==> config.mk <==
export PLATFORM = sky130hd
export DESIGN_NAME = sbl_cfg
export DESIGN_NICKNAME = d
export VERILOG_FILES = /design/src/rtl/core/sbl_pkg.sv /design/src/rtl/core/sbl_cfg.sv
export SDC_FILE = /design/constraint.sdc
export NUM_CORES = 1
export LEC_CHECK = 0
export ABC_AREA = 1
export BUFFER_PORTS_ARGS = -buffer_cell sky130_fd_sc_hd__buf_4
export CORE_MARGIN = 10
export CORE_UTILIZATION = 51
export DETAILED_ROUTE_END_ITERATION = 8
export GPL_ROUTABILITY_DRIVEN = 0
export PLACE_DENSITY = 0.89
export SLEW_MARGIN = 20
export SYNTH_ARGS = -nofsm -noshare
export SYNTH_HDL_FRONTEND = slang
export SYNTH_SLANG_ARGS = --single-unit
==> constraint.sdc <==
create_clock -name clk -period 2.1 [get_ports clk]
set_input_delay 0 -clock clk [delete_from_list [all_inputs] [get_ports clk]]
set_output_delay 0 -clock clk [all_outputs]
set_load 0.05 [all_outputs]
==> src/rtl/core/sbl_pkg.sv <==
// Shared constants and types for the 3x3 Sobel gradient block.
// No dependencies; every other file of the block uses this package.
`timescale 1ns / 1ps
`default_nettype none

package sbl_pkg;

  // Default frame limits, handed to the top-level parameters.
  localparam int MAX_WIDTH_DEF  = 1024;
  localparam int MAX_HEIGHT_DEF = 4096;

  // Fixed field widths of the streams.
  localparam int PIXEL_W = 8;
  localparam int GRAD_W  = 11;

  // Configuration register widths and reset values.
  localparam int FW_W       = 11;
  localparam int FH_W       = 13;
  localparam int CFG_IDX_W  = 1;
  localparam int CFG_DATA_W = 13;
  localparam int FW_RESET   = 640;
  localparam int FH_RESET   = 480;

  // Smallest frame dimension that still has an interior window.
  localparam int DIM_MIN = 3;

  typedef enum logic [CFG_IDX_W-1:0] {
    REG_FRAME_WIDTH,
    REG_FRAME_HEIGHT
  } cfg_reg_t;

  typedef logic [PIXEL_W-1:0] pixel_t;
  typedef logic signed [GRAD_W-1:0] grad_t;

endpackage

`default_nettype wire

==> src/rtl/core/sbl_cfg.sv <==
// Frame size registers with clamping of the values in use to the legal range.
// Depends on sbl_pkg for register widths, indexes and reset values.
`timescale 1ns / 1ps
`default_nettype none

module sbl_cfg #(
  parameter int MAX_WIDTH  = sbl_pkg::MAX_WIDTH_DEF,
  parameter int MAX_HEIGHT = sbl_pkg::MAX_HEIGHT_DEF,
  localparam int WEFF_W = $clog2(MAX_WIDTH) + 1,
  localparam int HEFF_W = $clog2(MAX_HEIGHT) + 1
) (
  input  logic                           clk,
  input  logic                           rst,
  input  logic                           cfg_we,
  input  logic [sbl_pkg::CFG_IDX_W-1:0]  cfg_index,
  input  logic [sbl_pkg::CFG_DATA_W-1:0] cfg_data,
  output logic [WEFF_W-1:0]              width_eff,
  output logic [HEFF_W-1:0]              height_eff
);
  import sbl_pkg::*;

  logic [FW_W-1:0] frame_width;
  logic [FH_W-1:0] frame_height;

  always_ff @(posedge clk) begin
    if (rst) begin
      frame_width  <= FW_W'(FW_RESET);
      frame_height <= FH_W'(FH_RESET);
    end else if (cfg_we) begin
      case (cfg_reg_t'(cfg_index))
        REG_FRAME_WIDTH:  frame_width  <= cfg_data[FW_W-1:0];
        REG_FRAME_HEIGHT: frame_height <= cfg_data[FH_W-1:0];
        default: ;
      endcase
    end
  end

  // Values below the minimum act as the minimum, values above the limit as the limit.
  always_comb begin
    if (32'(frame_width) < 32'(DIM_MIN)) begin
      width_eff = WEFF_W'(DIM_MIN);
    end else if (32'(frame_width) > 32'(MAX_WIDTH)) begin
      width_eff = WEFF_W'(MAX_WIDTH);
    end else begin
      width_eff = WEFF_W'(frame_width);
    end

    if (32'(frame_height) < 32'(DIM_MIN)) begin
      height_eff = HEFF_W'(DIM_MIN);
    end else if (32'(frame_height) > 32'(MAX_HEIGHT)) begin
      height_eff = HEFF_W'(MAX_HEIGHT);
    end else begin
      height_eff = HEFF_W'(frame_height);
    end
  end

endmodule

`default_nettype wire

==> impl_metrics.csv <==
group,metric,value,unit
status,outcome,"finished clean",
critical_path,crit_fanout,10,
critical_path,path_class,"reg2out",
final_layout,diodes,0,
sta,clock_skew,0,ns
drt,drtIter0Drc,68,
logic_synthesis,synth_async_sr_flop_share,0,
logic_synthesis,synth_flop_cell,"dfxtp_1",
pwr,p_leak,0.762,nW
clock_tree,clk_pin_slew,0.14,ns
clock_tree,cts_buffer_depth,2,
sta,slew_violations,0,
sta,rsz0062_at_grt,"false",
logic_synthesis,synth_nets,178,
drt,routed_wl,3290,um
die,die_h,66.9,um
final_layout,area_growth,42.7,%
clock_tree,cts_hold_buf,13,
worst_hold_path,hold_class,"in2reg",
sta,relSlewSlack,0.736,
clock_tree,numCtsBuffers,3,
critical_path,startpoint_type,"flop",
final_layout,finalNonFillerCells,238,
placement,numPortBuffers,40,
clock_tree,post_cts_resized,0,
sta,period_share,0.748,
sta,max_freq,0.637,GHz
sta,fin_ws,0.529,ns
sta,hold_viol_final,0,
logic_synthesis,synth-seq-area-share,0.429,
final_layout,nets,229,
die,rows,16,
drt,dr.pass1.iters,4,
grt,grt_max_degree,25,
die,start_util,0.554,
logic_synthesis,ys_types,22,
grt,antenna_found_initial,0,
final_layout,utilization,0.790,
logic_synthesis,avgSynthCellArea,6.96,um2
sta,tns,0,ns
die,ios,41,
logic_synthesis,synth_warnings,0,
sta,min_period,1.57,ns
placement,place_inst,221,
final_layout,final_area,0.00160,mm2
drt,vias,1188,
grt,grt_pass1_vias,1213,
placement,place_area,0.00142,mm2
grt,grt_usage,0.149,
sta,worstMarginPinSlew,0.396,ns
clock_tree,htreeDepth,1,
pwr,power_density,745,mW/mm2
grt,grt-ovfl-total,0,
sta,setup_viol,0,
run,maxCapViolations,0,
clock_tree,post_cts_buffers,0,
critical_path,cp-end-kind,"output pin",
critical_path,cp.arrival,1.57,ns
logic_synthesis,synth_area,0.00112,mm2
final_layout,drive_gt1_frac,0.251,
pwr,vdd_drop_max,455,uV
clock_tree,clockRootBuffer,"clkbuf_4",
logic_synthesis,ys_seq_elements,24,
drt,drc,0,
drt,vias_per_cell,4.99,
critical_path,required,2.10,ns
drt,wire_per_inst,13.8,um
clock_tree,clkLatencyLatePin,0.30,ns
die,core,0.00202,mm2
placement,dp_hpwl,2340,um
drt,route.antenna.remaining_nets,0,
clock_tree,clock_sinks,24,
clock_tree,cts_tree,"done",
logic_synthesis,synth_edf_count,0,
placement,dp_slack,0.880,ns
die,die_x,66.9,um
grt,grt_pass1_wl,5380,um
die,dieArea,0.00447,mm2
logic_synthesis,syn_inst,161,
cells in the final DEF, fill, tap and decap left out:
cell type       n
inv_2           2
bufinv_16       1
inv_1          23
o21ai_2         1
nand2_1        18
nand3_1         4
nand2_2         2
clkbuf_4        3
dlygate4sd3_1  13
nor2_1         25
o21ai_1         1
dfxtp_1        24
a21oi_2         1
nor2_4          1
o211ai_1        6
inv_4           1
nor2_2          1
buf_4          40
nand4_1         1
o21ai_0        17
a21oi_1        26
layout make-up:
| cell class | count | area, um2 |
|---|---|---|
| Clock buffer | 3 | 22.5 |
| Multi-Input combinational cell | 104 | 500 |
| Timing Repair Buffer | 53 | 430 |
| Inverter | 26 | 100 |
| Clock inverter | 1 | 30.0 |
| Sequential cell | 24 | 480 |
| Tap cell | 27 | 33.8 |
| Fill cell | 140 | 424 |
path summary, 6_finish.rpt:
path                            cells after the start             start  slack [ns]          endpoint
worst max-delay path                                6   frame_height[9]        0.53     height_eff[8]
worst max register to register                      2  frame_height[12]        1.20  frame_height[12]
worst min-delay path                                4         cfg_index        0.02    frame_width[9]
worst min register to register                      2    frame_width[5]        0.49    frame_width[5]
synth_stat cells (2+ instances only):
cell type | instances | share of area
inv_2 | 2 | 0.0067
nand3_1 | 4 | 0.018
clkbuf_1 | 3 | 0.010
a21oi_1 | 26 | 0.12
dfxtp_1 | 24 | 0.43
o21ai_0 | 17 | 0.076
nand2_1 | 18 | 0.060
nor2_1 | 25 | 0.084
inv_1 | 23 | 0.077
nand2_2 | 2 | 0.011
o211ai_1 | 6 | 0.040
stage by stage:
stage / hold WS [ns] / power, mW
finish: 0.0180 / 1.19
global route: 0.0285 / 1.24
CTS: 0.0120 / 1.19
detailed placement: 0.230 / 0.846
global placement: 0.228 / 0.839
floorplan: 0.130 / 0.742
state kept, by name (all words and copies together), names as in the netlist:
register	flops
frame_width	11
frame_height	13
metal layers:
| layer | vias to the layer above | track usage | wire (um) |
|---|---|---|---|
| li1 | 618 | - | - |
| met1 | 531 | 0.174 | 1470 |
| met2 | 33 | 0.243 | 1530 |
| met3 | 6 | 0.0502 | 262 |
| met4 | 0 | 0.0615 | 35 |
| met5 | - | 0 | 0 |
power by group:
group	internal, mW	total, mW	switching [mW]	leakage (nW)
clock network	0.193	0.331	0.138	0.0279
registers	0.486	0.506	0.0201	0.198
logic	0.118	0.353	0.235	0.535
total	0.797	1.19	0.393	0.762
kinds of logic (layout without fill, tap and decap cells):
kind of cell           Yosys count  after routing  share of synthesized area
AOI/OAI and AO/OA               52             52                      0.253
buffers and inverters           33             83                      0.124
DFF                             24             24                      0.429
and+or+nand+nor                 52             52                      0.194
worst max-delay path, stage by stage (launching register included):
cell     delay (ns)
dfxtp_1        0.34
nor2_1         0.10
nand2_1        0.06
nor2_1         0.18
nand2_2        0.17
a21oi_1        0.19
buf_4          0.23
Note: power is estimated with default switching activity, not from simulation.
