`src/rtl/core/sbl_pkg.sv`:
```
// Shared constants and types for the 3x3 Sobel gradient block.
// No dependencies; every other file of the block uses this package.
`timescale 1ns / 1ps
`default_nettype none

package sbl_pkg;

  // Default frame limits, handed to the top-level parameters.
  localparam int MAX_WIDTH_DEF  = 1024;
  localparam int MAX_HEIGHT_DEF = 4096;

  // Fixed field widths of the streams.
  localparam int PIXEL_W = 8;
  localparam int GRAD_W  = 11;

  // Configuration register widths and reset values.
  localparam int FW_W       = 11;
  localparam int FH_W       = 13;
  localparam int CFG_IDX_W  = 1;
  localparam int CFG_DATA_W = 13;
  localparam int FW_RESET   = 640;
  localparam int FH_RESET   = 480;

  // Smallest frame dimension that still has an interior window.
  localparam int DIM_MIN = 3;

  typedef enum logic [CFG_IDX_W-1:0] {
    REG_FRAME_WIDTH,
    REG_FRAME_HEIGHT
  } cfg_reg_t;

  typedef logic [PIXEL_W-1:0] pixel_t;
  typedef logic signed [GRAD_W-1:0] grad_t;

endpackage

`default_nettype wire

```
`src/rtl/core/sbl_grad.sv`:
```
// 3x3 window registers and the Sobel kernels applied to the current window.
// Depends on sbl_pkg for the pixel and gradient types.
`timescale 1ns / 1ps
`default_nettype none

module sbl_grad (
  input  logic            clk,
  input  logic            rst,
  input  logic            shift_en,
  input  sbl_pkg::pixel_t col_top,
  input  sbl_pkg::pixel_t col_mid,
  input  sbl_pkg::pixel_t col_bot,
  output sbl_pkg::grad_t  grad_x,
  output sbl_pkg::grad_t  grad_y
);
  import sbl_pkg::*;

  // win[row][col]; column 2 is the newest.
  pixel_t win [3][3];

  logic [PIXEL_W+1:0] pos_x;
  logic [PIXEL_W+1:0] neg_x;
  logic [PIXEL_W+1:0] pos_y;
  logic [PIXEL_W+1:0] neg_y;

  always_ff @(posedge clk) begin
    if (rst) begin
      for (int i = 0; i < 3; i++) begin
        for (int j = 0; j < 3; j++) begin
          win[i][j] <= '0;
        end
      end
    end else if (shift_en) begin
      for (int i = 0; i < 3; i++) begin
        win[i][0] <= win[i][1];
        win[i][1] <= win[i][2];
      end
      win[0][2] <= col_top;
      win[1][2] <= col_mid;
      win[2][2] <= col_bot;
    end
  end

  // Each side of a kernel sums to at most 1020, so the difference fits in 11 bits.
  always_comb begin
    pos_x = {2'b00, win[0][2]} + {1'b0, win[1][2], 1'b0} + {2'b00, win[2][2]};
    neg_x = {2'b00, win[0][0]} + {1'b0, win[1][0], 1'b0} + {2'b00, win[2][0]};
    pos_y = {2'b00, win[2][0]} + {1'b0, win[2][1], 1'b0} + {2'b00, win[2][2]};
    neg_y = {2'b00, win[0][0]} + {1'b0, win[0][1], 1'b0} + {2'b00, win[0][2]};
    grad_x = $signed({1'b0, pos_x} - {1'b0, neg_x});
    grad_y = $signed({1'b0, pos_y} - {1'b0, neg_y});
  end

endmodule

`default_nettype wire

```
`config.mk`:
```
export PLATFORM = sky130hd
export DESIGN_NAME = sbl_grad
export DESIGN_NICKNAME = d
export VERILOG_FILES = /design/src/rtl/core/sbl_pkg.sv /design/src/rtl/core/sbl_grad.sv
export SDC_FILE = /design/constraint.sdc
export NUM_CORES = 1
export LEC_CHECK = 0
export BUFFER_PORTS_ARGS = -buffer_cell sky130_fd_sc_hd__buf_2
export CAP_MARGIN = 40
export CORE_UTILIZATION = 30
export CTS_CLUSTER_DIAMETER = 60
export DETAILED_ROUTE_END_ITERATION = 12
export HOLD_SLACK_MARGIN = 0.02
export PLACE_DENSITY = 0.55
export SLEW_MARGIN = 20
export SYNTH_ARGS = -nofsm -noshare
export SYNTH_HDL_FRONTEND = slang
export SYNTH_SLANG_ARGS = --single-unit
```
`constraint.sdc`:
```
create_clock -name clk -period 10.55 [get_ports clk]
set_clock_uncertainty 0.15 [all_clocks]
set_input_delay 1.055 -clock clk [delete_from_list [all_inputs] [get_ports clk]]
set_output_delay 1.055 -clock clk [all_outputs]
set_load 0.01 [all_outputs]
```
==> flow_summary.ini <==
[outcome]
status = finished, final reports clean

[cts]
clkTransAtPathRegs_ps = 60
cts_buffers = 9
cts_tree = built
clockRootBuffer = clkbuf_16
clock_sinks = 72
cts_resized = 0
holdBufCountCts = 0
cts_buffer_depth = 2
postCtsSetupBuffers = 0
clock_latency_ps = 330
htreeDepth = 3

[worst_setup_path]
setup.worst_path.class = reg -> out
critPathLaunchType = flip-flop
crit_required_ps = 9350
crit_path_end_kind = output pin
crit_chain = fa_1, fa_1, inv_1, fa_1, inv_1, ha_1, a21o_1, a21oi_1, nor2_1, a211oi_1, xnor2_1, buf_2
path_common_cell = fa_1
cp.arrival_ps = 3950
slowest_delay_ps = 590
crit_family = adder cells
cp_num_buf_inv = 3
crit_fanout = 3
slowest_stage = fa_1

[power]
pwr-share-seq = 0.215
power.leakage_nw = 2.68
p_clk_frac = 0.213
power_density_nw_per_um2 = 272
p_int_uw = 981
swShare = 0.396
power_frac_comb = 0.572
p_switching_uw = 644
ir_drop_uv = 91.1

[floorplan]
fp.dieH_um = 132
ioPinCount = 49
core-area_um2 = 16600
rows = 47
fp.dieW_um = 132
die_area_um2 = 17500
initial_utilization = 0.308

[synth]
syn_area_per_cell_um2 = 12.0
synth.top_cells.by_area = edfxtp_1, fa_1, inv_1
yosysWarnings = 0
synth-seq-cells = 72
async_reset_ff_frac = 0
yosysUniqueCellTypes = 30
synth_top_area_share = 0.423
synth-edff-count = 72
synthCells = 424
syn_nets = 537
yosysTopAreaCell = edfxtp_1
synth_flop_cell = edfxtp_1
synthesis.area_um2 = 5110
yosysMostFrequentCell = inv_1
netlist_top_cells_count = inv_1, and2_1, edfxtp_1
synth-seq-area-share = 0.423

[finish]
top_regs = win: 72 flops
largest_register = win
insertedDiodeCount = 0
drive_above_1_share = 0.156
nets = 591
area_delta_synth_final_pct = 17.0
largest_reg_flops = 72

[place]
dpl.hpwl_mm = 6.48
io_buffers = 48
gp_congestion = 0.741

[drt]
drtIter0Drc = 118
vias = 2850
first_pass_iters = 4
via_per_inst = 4.06
wl_mm = 8.60
ant_nets = 0
routedWlPerCell_um = 12.2
drc = 0

[global_route]
grt_pass1_vias = 3132
globalRouteTotalUtil = 0.111
overflow = 0
grt_max_degree = 73
antenna_found_initial = 0
grt_pass1_wl_mm = 14.8

[sta]
hold-worst-slack_ps = 374
max_freq_mhz = 194
setup_violations = 0
relSlewSlack = 0.598
setup_tns_ps = 0
slew_viol_final = 0
fin_crit_ps = 5150
worst_slew_pin_slew_ps = 602
finalHoldViolCount = 0
fin_crit_sh = 0.488
grt_setup_unrepaired = false

[min_path]
hp-class = reg -> reg

[flow_run]
cap_violations = 0
==> worst paths after layout <==
path                            cells past startpoint         end  startpoint  slack [ps]
worst min register to register                      1  win[0][47]  win[0][39]         370
worst max register to register                      1  win[0][60]  win[0][52]        9490
worst max-delay path                               12   grad_y[6]  win[0][50]        5400
worst min-delay path                                1  win[0][47]  win[0][39]         370
==> through the flow <==
step,instance area (um^2),total power [mW],cells,util,setup WS [ps]
final,5980,1.63,702,0.360,5400
after global routing,5980,1.78,702,0.360,5140
after CTS,5980,1.66,702,0.360,5370
after detailed placement,5640,1.31,687,0.340,5770
after global placement,5610,1.30,686,0.339,5800
after floorplan,5110,1.02,424,-,6040
==> power by group through the flow <==
| stage | Sequential [mW] | Combinational, mW | Clock [mW] |
|---|---|---|---|
| 6_report | 0.350 | 0.930 | 0.346 |
| 5_1_grt | 0.352 | 1.06 | 0.364 |
| 2_1_floorplan | 0.351 | 0.666 | 0 |
| 4_1_cts | 0.350 | 0.959 | 0.354 |
| 3_3_place_gp | 0.355 | 0.949 | 0 |
| 3_5_place_dp | 0.356 | 0.952 | 0 |
==> area by class of cell <==
class / instances / area (um^2)
Clock inverter: 6 / 109
Clock buffer: 9 / 225
Multi-Input combinational cell: 218 / 2450
Sequential cell: 72 / 2160
Tap cell: 220 / 275
Timing Repair Buffer: 51 / 283
Fill cell: 1662 / 10600
Inverter: 126 / 473
==> logic make-up after synthesis <==
| family | Yosys count | share of synthesized area |
|---|---|---|
| buffers and inverters | 134 | 0.0985 |
| and+or+nand+nor | 93 | 0.111 |
| adders and majority gates | 86 | 0.302 |
| DFF | 72 | 0.423 |
| AOI/OAI and AO/OA | 25 | 0.0417 |
| xor gates and xnor gates | 14 | 0.0240 |
==> per-layer routing <==
metal  vias up  share of wire  wire [um]  global-route usage
met2        38           0.53       4530               0.197
met4         0          0.012        101              0.0345
met3         8          0.029        249              0.0307
met1      1413           0.43       3720               0.129
li1       1391              -          -                   -
met5         -              0          0                   0
==> cell usage in the layout (no fill, tap or decap), drive strengths merged <==
cell | Yosys | routed
o21ai | 6 | 6
a31o | 1 | 1
o2111ai | 1 | 1
nand4 | 2 | 2
clkbuf | 8 | 9
nand2b | 2 | 2
clkinv | 0 | 1
xor2 | 3 | 3
or2 | 1 | 1
o31ai | 2 | 2
and2 | 73 | 73
nor2 | 5 | 5
a21o | 3 | 3
fa | 62 | 62
nand2 | 3 | 3
a211oi | 2 | 2
buf | 0 | 51
inv | 126 | 126
bufinv | 0 | 3
xnor2 | 11 | 11
a21oi | 4 | 4
o21a | 2 | 2
or2b | 1 | 1
a31oi | 1 | 1
clkinvlp | 0 | 2
ha | 24 | 24
a311oi | 1 | 1
nand3 | 2 | 2
nor2b | 4 | 4
o41ai | 1 | 1
edfxtp | 72 | 72
o2bb2ai | 1 | 1
Note: power is estimated with default switching activity, not from simulation.
